### config.mk
export PLATFORM = sky130hd
export DESIGN_NAME = combined_lcg_shuffle_rng_top
export DESIGN_NICKNAME = d
export VERILOG_FILES = /design/src/rtl/clsr_pkg.sv /design/src/rtl/clsr_mulmod.sv /design/src/rtl/clsr_table.sv /design/src/rtl/combined_lcg_shuffle_rng_top.sv
export VERILOG_INCLUDE_DIRS = /design/src /design/src/rtl
export SDC_FILE = /design/constraint.sdc
export NUM_CORES = 2
export LEC_CHECK = 0
export ABC_AREA = 1
export BUFFER_PORTS_ARGS = -buffer_cell sky130_fd_sc_hd__buf_4
export CAP_MARGIN = 10
export CORE_AREA = 2 2 288 575
export DETAILED_ROUTE_END_ITERATION = 10
export DIE_AREA = 0 0 290 577
export GPL_ROUTABILITY_DRIVEN = 0
export PLACE_DENSITY = 0.8
export SLEW_MARGIN = 20
export SYNTH_ARGS = -nofsm -noshare
export SYNTH_HDL_FRONTEND = slang
export SYNTH_HIERARCHICAL = 1
export SYNTH_SLANG_ARGS = --single-unit
### constraint.sdc
create_clock -name clk -period 15.6 [get_ports clk]
set_clock_uncertainty 0.15 [all_clocks]
set_input_delay 3.12 -clock clk [delete_from_list [all_inputs] [get_ports clk]]
set_output_delay 3.12 -clock clk [all_outputs]
set_load 0.05 [all_outputs]
### src/rtl/combined_lcg_shuffle_rng_top_assert.svh
// Assertion macros for the combined generator block.
// Each macro takes a label, the clock, the active-low reset, an antecedent,
// a consequent and a message string.
`ifndef COMBINED_LCG_SHUFFLE_RNG_TOP_ASSERT_SVH
`define COMBINED_LCG_SHUFFLE_RNG_TOP_ASSERT_SVH

`ifndef SYNTHESIS

`define CLSR_ASSERT_IMP(label, clk, rst_n, ante, cons, msg) \
    label: assert property (@(posedge clk) disable iff (!rst_n) (ante) |-> (cons)) \
        else $error(msg);

`define CLSR_ASSERT_NEXT(label, clk, rst_n, ante, cons, msg) \
    label: assert property (@(posedge clk) disable iff (!rst_n) (ante) |=> (cons)) \
        else $error(msg);

`else

`define CLSR_ASSERT_IMP(label, clk, rst_n, ante, cons, msg)

`define CLSR_ASSERT_NEXT(label, clk, rst_n, ante, cons, msg)

`endif

`endif

### src/rtl/clsr_pkg.sv
`timescale 1ns / 1ps

package clsr_pkg;

    localparam int TABLE_SIZE = 32;
    localparam int SLOT_W     = $clog2(TABLE_SIZE);
    localparam int VAL_W      = 31;
    localparam int SEED_W     = 32;
    localparam int MUL_W      = 16;
    localparam int FOLD_W     = 8;
    localparam int FILL_STEPS = TABLE_SIZE + 8;
    localparam int CNT_W      = $clog2(FILL_STEPS);

    localparam logic [VAL_W-1:0]  GEN1_MOD  = 31'd2147483563;
    localparam logic [MUL_W-1:0]  GEN1_MUL  = 16'd40014;
    localparam logic [FOLD_W-1:0] GEN1_FOLD = 8'd85;
    localparam logic [VAL_W-1:0]  GEN2_MOD  = 31'd2147483399;
    localparam logic [MUL_W-1:0]  GEN2_MUL  = 16'd40692;
    localparam logic [FOLD_W-1:0] GEN2_FOLD = 8'd249;

    localparam logic [VAL_W-1:0]  OUT_RANGE    = 31'd2147483562;
    localparam logic [VAL_W-1:0]  SECOND_RESET = 31'd123456789;
    localparam logic [SEED_W-1:0] SEED_RESET   = 32'hFFFF_FFFF;

    localparam longint SLOT_DIV_L = 64'd1 + 64'd2147483562 / TABLE_SIZE;
    localparam logic [SEED_W-1:0] SLOT_DIV = SEED_W'(SLOT_DIV_L);

    typedef enum logic
    {
        GEN_FIRST,
        GEN_SECOND
    } gen_sel_t;

    typedef enum logic [2:0]
    {
        S_IDLE,
        S_FMUL,
        S_FFOLD,
        S_MUL,
        S_FOLD,
        S_OUT
    } state_t;

    typedef struct packed
    {
        logic              rd_en;
        logic [SLOT_W-1:0] rd_addr;
        logic              wr_en;
        logic [SLOT_W-1:0] wr_addr;
        logic [VAL_W-1:0]  wr_data;
    } table_req_t;

endpackage

### src/rtl/clsr_mulmod.sv
`timescale 1ns / 1ps

module clsr_mulmod
(
    input  logic                         clk,
    input  clsr_pkg::gen_sel_t           gen_sel,
    input  logic                         load,
    input  logic [clsr_pkg::VAL_W-1:0]   x,
    output logic [clsr_pkg::VAL_W-1:0]   result
);
    import clsr_pkg::*;

    localparam int PROD_W = VAL_W + MUL_W;

    logic [MUL_W-1:0]  mul;
    logic [VAL_W-1:0]  modulus;
    logic [FOLD_W-1:0] fold_k;
    logic [PROD_W-1:0] prod_reg;
    logic [MUL_W-1:0]  prod_hi;
    logic [VAL_W:0]    fold_sum;
    logic [VAL_W:0]    fold_red;

    always_comb
    begin
        unique case (gen_sel)
            GEN_FIRST:
            begin
                mul     = GEN1_MUL;
                modulus = GEN1_MOD;
                fold_k  = GEN1_FOLD;
            end
            GEN_SECOND:
            begin
                mul     = GEN2_MUL;
                modulus = GEN2_MOD;
                fold_k  = GEN2_FOLD;
            end
            default:
            begin
                mul     = GEN1_MUL;
                modulus = GEN1_MOD;
                fold_k  = GEN1_FOLD;
            end
        endcase
    end

    always_ff @(posedge clk)
    begin
        if (load)
        begin
            prod_reg <= PROD_W'(x) * PROD_W'(mul);
        end
    end

    // The word size is the modulus plus a small constant, so the high part
    // folds back in with one small multiply and a single conditional subtract.
    assign prod_hi  = prod_reg[PROD_W-1:VAL_W];
    assign fold_sum = (VAL_W+1)'(prod_hi) * (VAL_W+1)'(fold_k)
                    + {1'b0, prod_reg[VAL_W-1:0]};
    assign fold_red = (fold_sum >= {1'b0, modulus}) ? fold_sum - {1'b0, modulus} : fold_sum;
    assign result   = fold_red[VAL_W-1:0];

endmodule

### src/rtl/clsr_table.sv
`timescale 1ns / 1ps

module clsr_table
(
    input  logic                         clk,
    input  logic                         rst_n,
    input  clsr_pkg::table_req_t         req,
    output logic [clsr_pkg::VAL_W-1:0]   rd_data
);
    import clsr_pkg::*;

    logic [VAL_W-1:0]      mem [TABLE_SIZE];
    logic [TABLE_SIZE-1:0] valid_reg;
    logic [VAL_W-1:0]      rd_data_reg;
    logic                  rd_valid_reg;

    always_ff @(posedge clk)
    begin
        if (req.wr_en)
        begin
            mem[req.wr_addr] <= req.wr_data;
        end
        if (req.rd_en)
        begin
            rd_data_reg <= mem[req.rd_addr];
        end
    end

    // An entry never written reads as zero, the table's reset contents.
    always_ff @(posedge clk or negedge rst_n)
    begin
        if (!rst_n)
        begin
            valid_reg    <= '0;
            rd_valid_reg <= 1'b0;
        end
        else
        begin
            if (req.wr_en)
            begin
                valid_reg[req.wr_addr] <= 1'b1;
            end
            if (req.rd_en)
            begin
                rd_valid_reg <= valid_reg[req.rd_addr];
            end
        end
    end

    assign rd_data = rd_valid_reg ? rd_data_reg : '0;

endmodule

### src/rtl/combined_lcg_shuffle_rng_top.sv
`timescale 1ns / 1ps

// Channel   Handshake                  Word
// draw      draw_valid / draw_stall    reload_seed
// result    result_valid / result_stall random_value
// seed      seed_valid / seed_ready    seed_value
//
// A draw runs through accept, multiply, modular fold and table write-back.
// A draw that finds the first generator zero or negative first runs the table
// fill, 40 steps of multiply and fold through the first generator's unit.
// Reset clears the table at once through per-entry valid bits. A result
// waiting under result_stall holds the write-back cycle.

`include "combined_lcg_shuffle_rng_top_assert.svh"

module combined_lcg_shuffle_rng_top
(
    input  logic                              clk,
    input  logic                              rst_n,
    input  logic                              draw_valid,
    output logic                              draw_stall,
    input  logic                              reload_seed,
    output logic                              result_valid,
    input  logic                              result_stall,
    output logic [clsr_pkg::VAL_W-1:0]        random_value,
    input  logic                              seed_valid,
    output logic                              seed_ready,
    input  logic signed [clsr_pkg::SEED_W-1:0] seed_value
);
    import clsr_pkg::*;

    localparam int SHIFT = VAL_W - SLOT_W;

    state_t            state_reg, state_next;
    logic [SEED_W-1:0] seed_reg;
    logic [SEED_W-1:0] g1_reg, g1_next;
    logic [VAL_W-1:0]  g2_reg, g2_next;
    logic [VAL_W-1:0]  last_reg, last_next;
    logic [CNT_W-1:0]  cnt_reg, cnt_next;
    logic [SLOT_W-1:0] slot_reg, slot_next;
    logic              res_valid_reg, res_valid_next;
    logic [VAL_W-1:0]  res_value_reg, res_value_next;

    logic              m1_load, m2_load;
    logic [VAL_W-1:0]  m1_result, m2_result;
    table_req_t        tbl_req;
    logic [VAL_W-1:0]  tbl_data;

    logic [SEED_W-1:0] g1_eff;
    logic              g1_nonpos;
    logic [SEED_W-1:0] g1_fixed;

    logic [SLOT_W:0]   slot_est, slot_inc, slot_full;
    logic [VAL_W+1:0]  slot_bound;
    logic [SLOT_W-1:0] slot;

    logic [VAL_W+1:0]  diff, diff_adj;
    logic [VAL_W-1:0]  y;
    logic              out_blocked;

    clsr_mulmod u_gen1
    (
        .clk     (clk),
        .gen_sel (GEN_FIRST),
        .load    (m1_load),
        .x       (g1_reg[VAL_W-1:0]),
        .result  (m1_result)
    );

    clsr_mulmod u_gen2
    (
        .clk     (clk),
        .gen_sel (GEN_SECOND),
        .load    (m2_load),
        .x       (g2_reg),
        .result  (m2_result)
    );

    clsr_table u_table
    (
        .clk     (clk),
        .rst_n   (rst_n),
        .req     (tbl_req),
        .rd_data (tbl_data)
    );

    assign draw_stall   = (state_reg != S_IDLE);
    assign seed_ready   = 1'b1;
    assign result_valid = res_valid_reg;
    assign random_value = res_value_reg;

    assign g1_eff    = reload_seed ? seed_reg : g1_reg;
    assign g1_nonpos = g1_eff[SEED_W-1] || (g1_eff == '0);
    always_comb
    begin
        if (g1_eff == '0)
        begin
            g1_fixed = SEED_W'(1);
        end
        else if (g1_eff == {1'b1, {(SEED_W-1){1'b0}}})
        begin
            g1_fixed = {1'b0, {(SEED_W-1){1'b1}}};
        end
        else
        begin
            g1_fixed = (~g1_eff) + 1'b1;
        end
    end

    // The slot width is close to a power of two, so the top bits give the
    // quotient up to a correction of one.
    assign slot_est   = {1'b0, last_reg[VAL_W-1:SHIFT]};
    assign slot_inc   = slot_est + 1'b1;
    assign slot_bound = (VAL_W+2)'(slot_inc) * (VAL_W+2)'(SLOT_DIV);
    assign slot_full  = ({2'b00, last_reg} >= slot_bound) ? slot_inc : slot_est;
    assign slot       = (slot_full >= (SLOT_W+1)'(TABLE_SIZE)) ? SLOT_W'(TABLE_SIZE - 1)
                                                               : slot_full[SLOT_W-1:0];

    assign diff     = {2'b00, tbl_data} - {2'b00, g2_reg};
    assign diff_adj = (diff[VAL_W+1] || (diff == '0)) ? diff + {2'b00, OUT_RANGE} : diff;
    assign y        = diff_adj[VAL_W-1:0];

    assign out_blocked = res_valid_reg && result_stall;

    always_ff @(posedge clk or negedge rst_n)
    begin
        if (!rst_n)
        begin
            state_reg     <= S_IDLE;
            seed_reg      <= SEED_RESET;
            g1_reg        <= SEED_RESET;
            g2_reg        <= SECOND_RESET;
            last_reg      <= '0;
            cnt_reg       <= '0;
            res_valid_reg <= 1'b0;
        end
        else
        begin
            state_reg     <= state_next;
            g1_reg        <= g1_next;
            g2_reg        <= g2_next;
            last_reg      <= last_next;
            cnt_reg       <= cnt_next;
            res_valid_reg <= res_valid_next;
            if (seed_valid && seed_ready)
            begin
                seed_reg <= seed_value;
            end
        end
    end

    always_ff @(posedge clk)
    begin
        slot_reg      <= slot_next;
        res_value_reg <= res_value_next;
    end

    always_comb
    begin
        state_next     = state_reg;
        g1_next        = g1_reg;
        g2_next        = g2_reg;
        last_next      = last_reg;
        cnt_next       = cnt_reg;
        slot_next      = slot_reg;
        res_valid_next = out_blocked;
        res_value_next = res_value_reg;
        m1_load        = 1'b0;
        m2_load        = 1'b0;
        tbl_req        = '0;

        unique case (state_reg)
            S_IDLE:
            begin
                if (draw_valid)
                begin
                    if (g1_nonpos)
                    begin
                        g1_next    = g1_fixed;
                        g2_next    = g1_fixed[VAL_W-1:0];
                        cnt_next   = CNT_W'(FILL_STEPS - 1);
                        state_next = S_FMUL;
                    end
                    else
                    begin
                        g1_next    = g1_eff;
                        state_next = S_MUL;
                    end
                end
            end
            S_FMUL:
            begin
                m1_load    = 1'b1;
                state_next = S_FFOLD;
            end
            S_FFOLD:
            begin
                g1_next = {1'b0, m1_result};
                if (cnt_reg < CNT_W'(TABLE_SIZE))
                begin
                    tbl_req.wr_en   = 1'b1;
                    tbl_req.wr_addr = cnt_reg[SLOT_W-1:0];
                    tbl_req.wr_data = m1_result;
                end
                if (cnt_reg == '0)
                begin
                    last_next  = m1_result;
                    state_next = S_MUL;
                end
                else
                begin
                    cnt_next   = cnt_reg - 1'b1;
                    state_next = S_FMUL;
                end
            end
            S_MUL:
            begin
                m1_load         = 1'b1;
                m2_load         = 1'b1;
                tbl_req.rd_en   = 1'b1;
                tbl_req.rd_addr = slot;
                slot_next       = slot;
                state_next      = S_FOLD;
            end
            S_FOLD:
            begin
                g1_next    = {1'b0, m1_result};
                g2_next    = m2_result;
                state_next = S_OUT;
            end
            S_OUT:
            begin
                if (!out_blocked)
                begin
                    tbl_req.wr_en   = 1'b1;
                    tbl_req.wr_addr = slot_reg;
                    tbl_req.wr_data = g1_reg[VAL_W-1:0];
                    last_next       = y;
                    res_value_next  = y;
                    res_valid_next  = 1'b1;
                    state_next      = S_IDLE;
                end
            end
            default:
            begin
                state_next = S_IDLE;
            end
        endcase
    end

    `CLSR_ASSERT_NEXT(a_accept_starts, clk, rst_n, draw_valid && !draw_stall, (state_reg == S_FMUL || state_reg == S_MUL), "accepted draw did not start")
    `CLSR_ASSERT_IMP(a_g1_not_negative, clk, rst_n, state_reg == S_MUL, !g1_reg[SEED_W-1], "first generator negative at draw")
    `CLSR_ASSERT_IMP(a_result_range, clk, rst_n, res_valid_reg, (res_value_reg != '0 && res_value_reg <= OUT_RANGE), "result word out of range")
    `CLSR_ASSERT_NEXT(a_out_delivers, clk, rst_n, state_reg == S_OUT && !out_blocked, res_valid_reg, "finished draw left no result")
    `CLSR_ASSERT_IMP(a_fill_count, clk, rst_n, (state_reg == S_FMUL || state_reg == S_FFOLD), cnt_reg < CNT_W'(FILL_STEPS), "fill counter out of range")

endmodule
After elaboration in Yosys (flattened, before gate mapping):

Memory sizes are Yosys's and may differ from the RTL's. A register that Yosys moved wholly into a read port is not among the register bits.
Index checks and enable logic that the tools add are counted.

* bits in registers: 296
* latch bits: 0
* RAM bits: 992
* memory bits (read-only): 0
* input port bits: 38
* output and inout port bits: 34
* word-level logic and storage cells: 111
* memories kept: 1

* add/subtract/negate cells: 9
* multipliers: 5
* div/mod/pow operators: 0
* order comparisons: 8
* equal/unequal tests: 11
* shift-type cells: 0
* mux-type cells: 40
* bitwise gates (word level): 3
* reductions and logical operators: 21

Memories
* u_table.mem: words 32, width 31, rd ports 1, clocked after memory_dff 1, write ports 1, line clsr_table.sv:12 `logic [VAL_W-1:0] mem [TABLE_SIZE];`

Operators by type and width (count)
* two-way mux 31 bit: 8
* two-way mux 32 bit: 5
* one-hot mux 31 bit (2 select lines): 2
* two-way mux 37 bit: 2
* one-hot mux 37 bit (2 select lines): 1
* greater-or-equal comparator 32 x 31 -> 1 bit (second input constant): 2
* one-hot mux 32 bit (2 select lines): 1
* subtractor 31 bit (second input constant): 2
* multiplier 31 x 15 -> 46 bit (second input constant): 1
* multiplier 31 x 14 -> 45 bit (second input constant): 1
* logical NOT 33 bit: 1
* adder 23 x 31 -> 32 bit: 1
* adder 24 x 31 -> 32 bit: 1
* adder 32 x 1 -> 32 bit (second input constant): 1
* == test 32 bit (second input constant): 1
* greater-or-equal comparator 31 x 32 -> 1 bit: 1
* logical NOT 32 bit: 1
* NOT 32 bit: 1
* OR 32 bit: 1
* subtractor 31 x 31 -> 32 bit: 1
* adder 31 x 8 -> 31 bit (second input constant): 1
* multiplier 6 x 25 -> 31 bit (second input constant): 1
* two-way mux 6 bit: 5
* multiplier 16 x 8 -> 24 bit (second input constant): 1
* 30 further kinds: 54

Longest topological paths before layout:

* depth in word-level cells: 11
* mapped depth: 43
* depth with buffers taken out: 39

Cells and area by module:

The synthesis kept the hierarchy.

By module, submodules not included
* clsr_table: times used 1, cells an instance 3509, area each 42781.0 um2, sequential area each 31545.3 um2
* clsr_mulmod at u_gen2: times used 1, cells an instance 2444, area each 19513.7 um2, sequential area each 1381.3 um2
* clsr_mulmod at u_gen1: times used 1, cells an instance 2383, area each 19318.5 um2, sequential area each 1381.3 um2
* combined_lcg_shuffle_rng_top: times used 1, cells an instance 2409, area each 15740.1 um2, sequential area each 4584.4 um2

Worst setup path after synthesis:

Ideal clock, no wire load.

* kind: reg-to-reg
* start point: reg last_reg[26]
* end point: reg u_table.rd_data_reg[20] (read register of u_table.mem) (data pin)
* library setup time: 264 ps
* arrival time: 7381 ps
* data required time: 15186 ps
* path slack: 7805 ps
* cell stages (with the launch flop): 42
* buffers on the path: 4
* period minus slack after synthesis: 7795 ps
* cells stage by stage: dfrtp_1 -> nand2_1 -> inv_1 -> nand2_1 -> nor3_1 -> fa_1 -> inv_1 -> fa_1 -> xor2_1 -> ha_1 -> a21oi_1 -> inv_1 -> ha_1 -> clkbuf_1 -> nor2_1 -> a31oi_1 -> inv_1 -> fa_1 -> [... 6 more ...] -> nor2_1 -> nor2_1 -> nand3_1 -> nand2_1 -> nand2_1 -> nor2_1 -> buf_6 -> inv_8 -> buf_6 -> buf_6 -> nand2_1 -> nand3_1 -> nand3_1 -> nand2_1 -> nand2_1 -> nand2_1 -> nor2_1 -> a21oi_2

RTL lines
* start, declared: line combined_lcg_shuffle_rng_top.sv:38 `logic [VAL_W-1:0] last_reg, last_next;`
* start signal, assigned: line combined_lcg_shuffle_rng_top.sv:142 `last_reg <= last_next;`
* end, declared: line clsr_table.sv:14 `logic [VAL_W-1:0] rd_data_reg;`

==> impl_metrics.toml <==
[yosys]
synth_mux_area_share_pct = 0.03470
yosys_warnings = 6
syn_inst = 10750
synth_edf_count = 1151
ys_top_cells_by_area = "edfxtp_1, fa_1, nand2_1, ha_1, inv_1"
synthXorXnorAreaFrac_pct = 1.446
synth_simple_gate_area_share_pct = 20.30
synth_top_cell_by_area = "edfxtp_1"
async_reset_ff_share_pct = 12.80
synth_seq_cells = 1320
synth_adder_area_share_pct = 23.24
synth_top_family_by_area = "adder cells"
synth-compound-area-share_pct = 5.280
synthFlopType = "edfxtp_1"
syn_area_per_cell_um2 = 9.060
synth_top_area_share_pct = 35.50
synth_cell_types = 68
ys_seq_area_share_pct = 39.95
netlist_area_mm2 = 0.09735

[setup_path]
endpoint = "u_table/rd_valid_reg"
cp_slowest_cell = "buf_4"
reg2reg_depth = 37
arrival_ps = 11480
max_stage_delay_ps = 710
timing.rr.end = "u_table/rd_valid_reg"
path_common_cell = "nand2_1"
r2r_start = "last_reg[26]"
crit_path_end_kind = "flop"
critical_path_required_ps = 16170
cp_max_fo = 73
start_kind = "flop"
criticalPathCategory = "flop to flop"
r2r_setup_slack_ps = 4690
worstSetupStartpoint = "last_reg[26]"

[place]
dpl-instance-area_mm2 = 0.09973
place_hpwl_um = 213300
port_buffers = 70

[drt]
vias = 78870
first_pass_iters = 10
drtIter0Drc = 9461
wl_per_cell_um = 24.35
viasPerCell = 6.106
postRouteAntennaNets = 0
drc = 1
routed_wl_um = 314500

[global_routing]
grt_util_met3_pct = 11.34
top_usage_layer = "met2"
antenna_found_initial = 29
overflow = 0
gr-usage-met1_pct = 38.69
grt_pass1_vias = 80980
grt_use_met2_pct = 62.32
grt_max_degree = 256
grt_pass1_wl_um = 469900
grt_usage_pct = 37.81

[sta]
slew_violations = 0
timing.final.crit_period_ps = 10910
setup_violations = 0
rsz0062_at_grt = "false"
slew_headroom_pct = 9.769
fin_crit_sh_pct = 69.92
final-hold-violation-count = 0
fin_setup_tns_ps = 0
fmax_ghz = 0.09168
hold_slack_ps = 321.0
worstMarginPinSlew_ps = 1353

[clocking]
ctsRootBufferMaster = "clkbuf_16"
cts_hold_buf = 0
cts.sinks = 1320
cts_buffers = 110
ctsHtreeMaxLevel = 3
post_cts_buffers = 0
path_clk_slew_ps = 70
cts_tree = "built"
worstSkewPairLatency_ps = 800
clockBufferDepth = 3
cts_resized = 0

[status]
status = "finished with violations"
violations = "DRC"

[layout]
largest_reg_flops = 992
nFillCells = 12540
final_cell_mix = "nand2_1, inv_1, edfxtp_1"
design_area_mm2 = 0.1037
mostFrequentLayoutCell = "nand2_1"
nNetsFinal = 12090
area_delta_synth_final_pct = 6.561
drive_gt1_share_pct = 6.741

[floorplanning]
rows = 210
fp.coreArea_mm2 = 0.1632
die_area_mm2 = 0.1673
die_h_um = 577
die_w_um = 290
io_pins = 72
start_util_pct = 59.66

[run]
max_cap_violations = 0

[min_path]
hold_class = "flop to flop"
cell usage after synthesis (all sizes together) (3+ instances only):
library cell	count
nor3	50
and2	7
a21oi	431
dfrtp	89
ha	602
mux2	3
o21a	14
a31oi	18
nand2	2933
nand4	79
o221ai	9
conb	4
fa	754
o22ai	34
or2	44
nor4	9
nand3b	15
xor2	120
nor2	562
o211ai	18
xnor2	39
clkbuf	98
o21bai	13
o31ai	37
a21o	14
o21ai	292
nand3	993
a21boi	17
buf	235
dfstp	80
inv	1962
edfxtp	1151
a22oi	5
area by class of cell:
type,instances,area (µm²),share of cell area (%)
clock inverter,71,953.4,0.9190
inverter,1964,7405,7.138
sequential,1320,38890,37.49
timing repair buffer,162,1280,1.234
multi-input combinational,7135,49600,47.81
antenna,13,32.53,0.03136
clock buffer,132,2929,2.823
tap,2120,2653,2.557
worst min-delay path by stage:
stage | from | endpoint | depth (start not counted)
6_report | u_table/valid_reg[3] | u_table/valid_reg[3] | 1
5_1_grt | u_table/valid_reg[16] | u_table/valid_reg[16] | 1
4_1_cts | u_table/valid_reg[11] | u_table/valid_reg[11] | 1
3_5_place_dp | u_table/valid_reg[11] | u_table/valid_reg[11] | 1
3_3_place_gp | u_table/valid_reg[3] | u_table/valid_reg[3] | 1
2_1_floorplan | u_table/valid_reg[11] | u_table/valid_reg[11] | 1
critical path: cells and delay by family, from the launching register on:
kind	cells	cell delay [ps]
compound gates	4	1240
xor+xnor	1	180
fa+ha+maj	6	2490
buf+inv	9	3090
flops	1	530
simple gates	17	3070
cell families after synthesis:
kind of cell	Yosys count
DFF	1320
AOI/OAI and AO/OA	910
buffers and inverters	2297
xor gates and xnor gates	159
other	4
muxes	3
adders and majority gates	1356
and+or+nand+nor	4696
per-layer routing:
layer / vias to the layer above / routed length (µm)
met5: - / 161
met4: 24 / 34860
met3: 1900 / 36460
met2: 5370 / 149000
met1: 37380 / 93970
li1: 34190 / -
stage by stage:
stage / util, % / setup slack, ps / std cells
floorplan: - / 7805 / 10750
global placement: 61.11 / 4926 / 12700
detailed placement: 61.12 / 4462 / 12700
CTS: 63.50 / 4474 / 12900
global route: 63.56 / 4355 / 12910
finish: 63.58 / 4692 / 12920
Power is left out: the tool's default activity adds up to more than one toggle a clock period on the data nets, which glitch-free logic cannot reach.
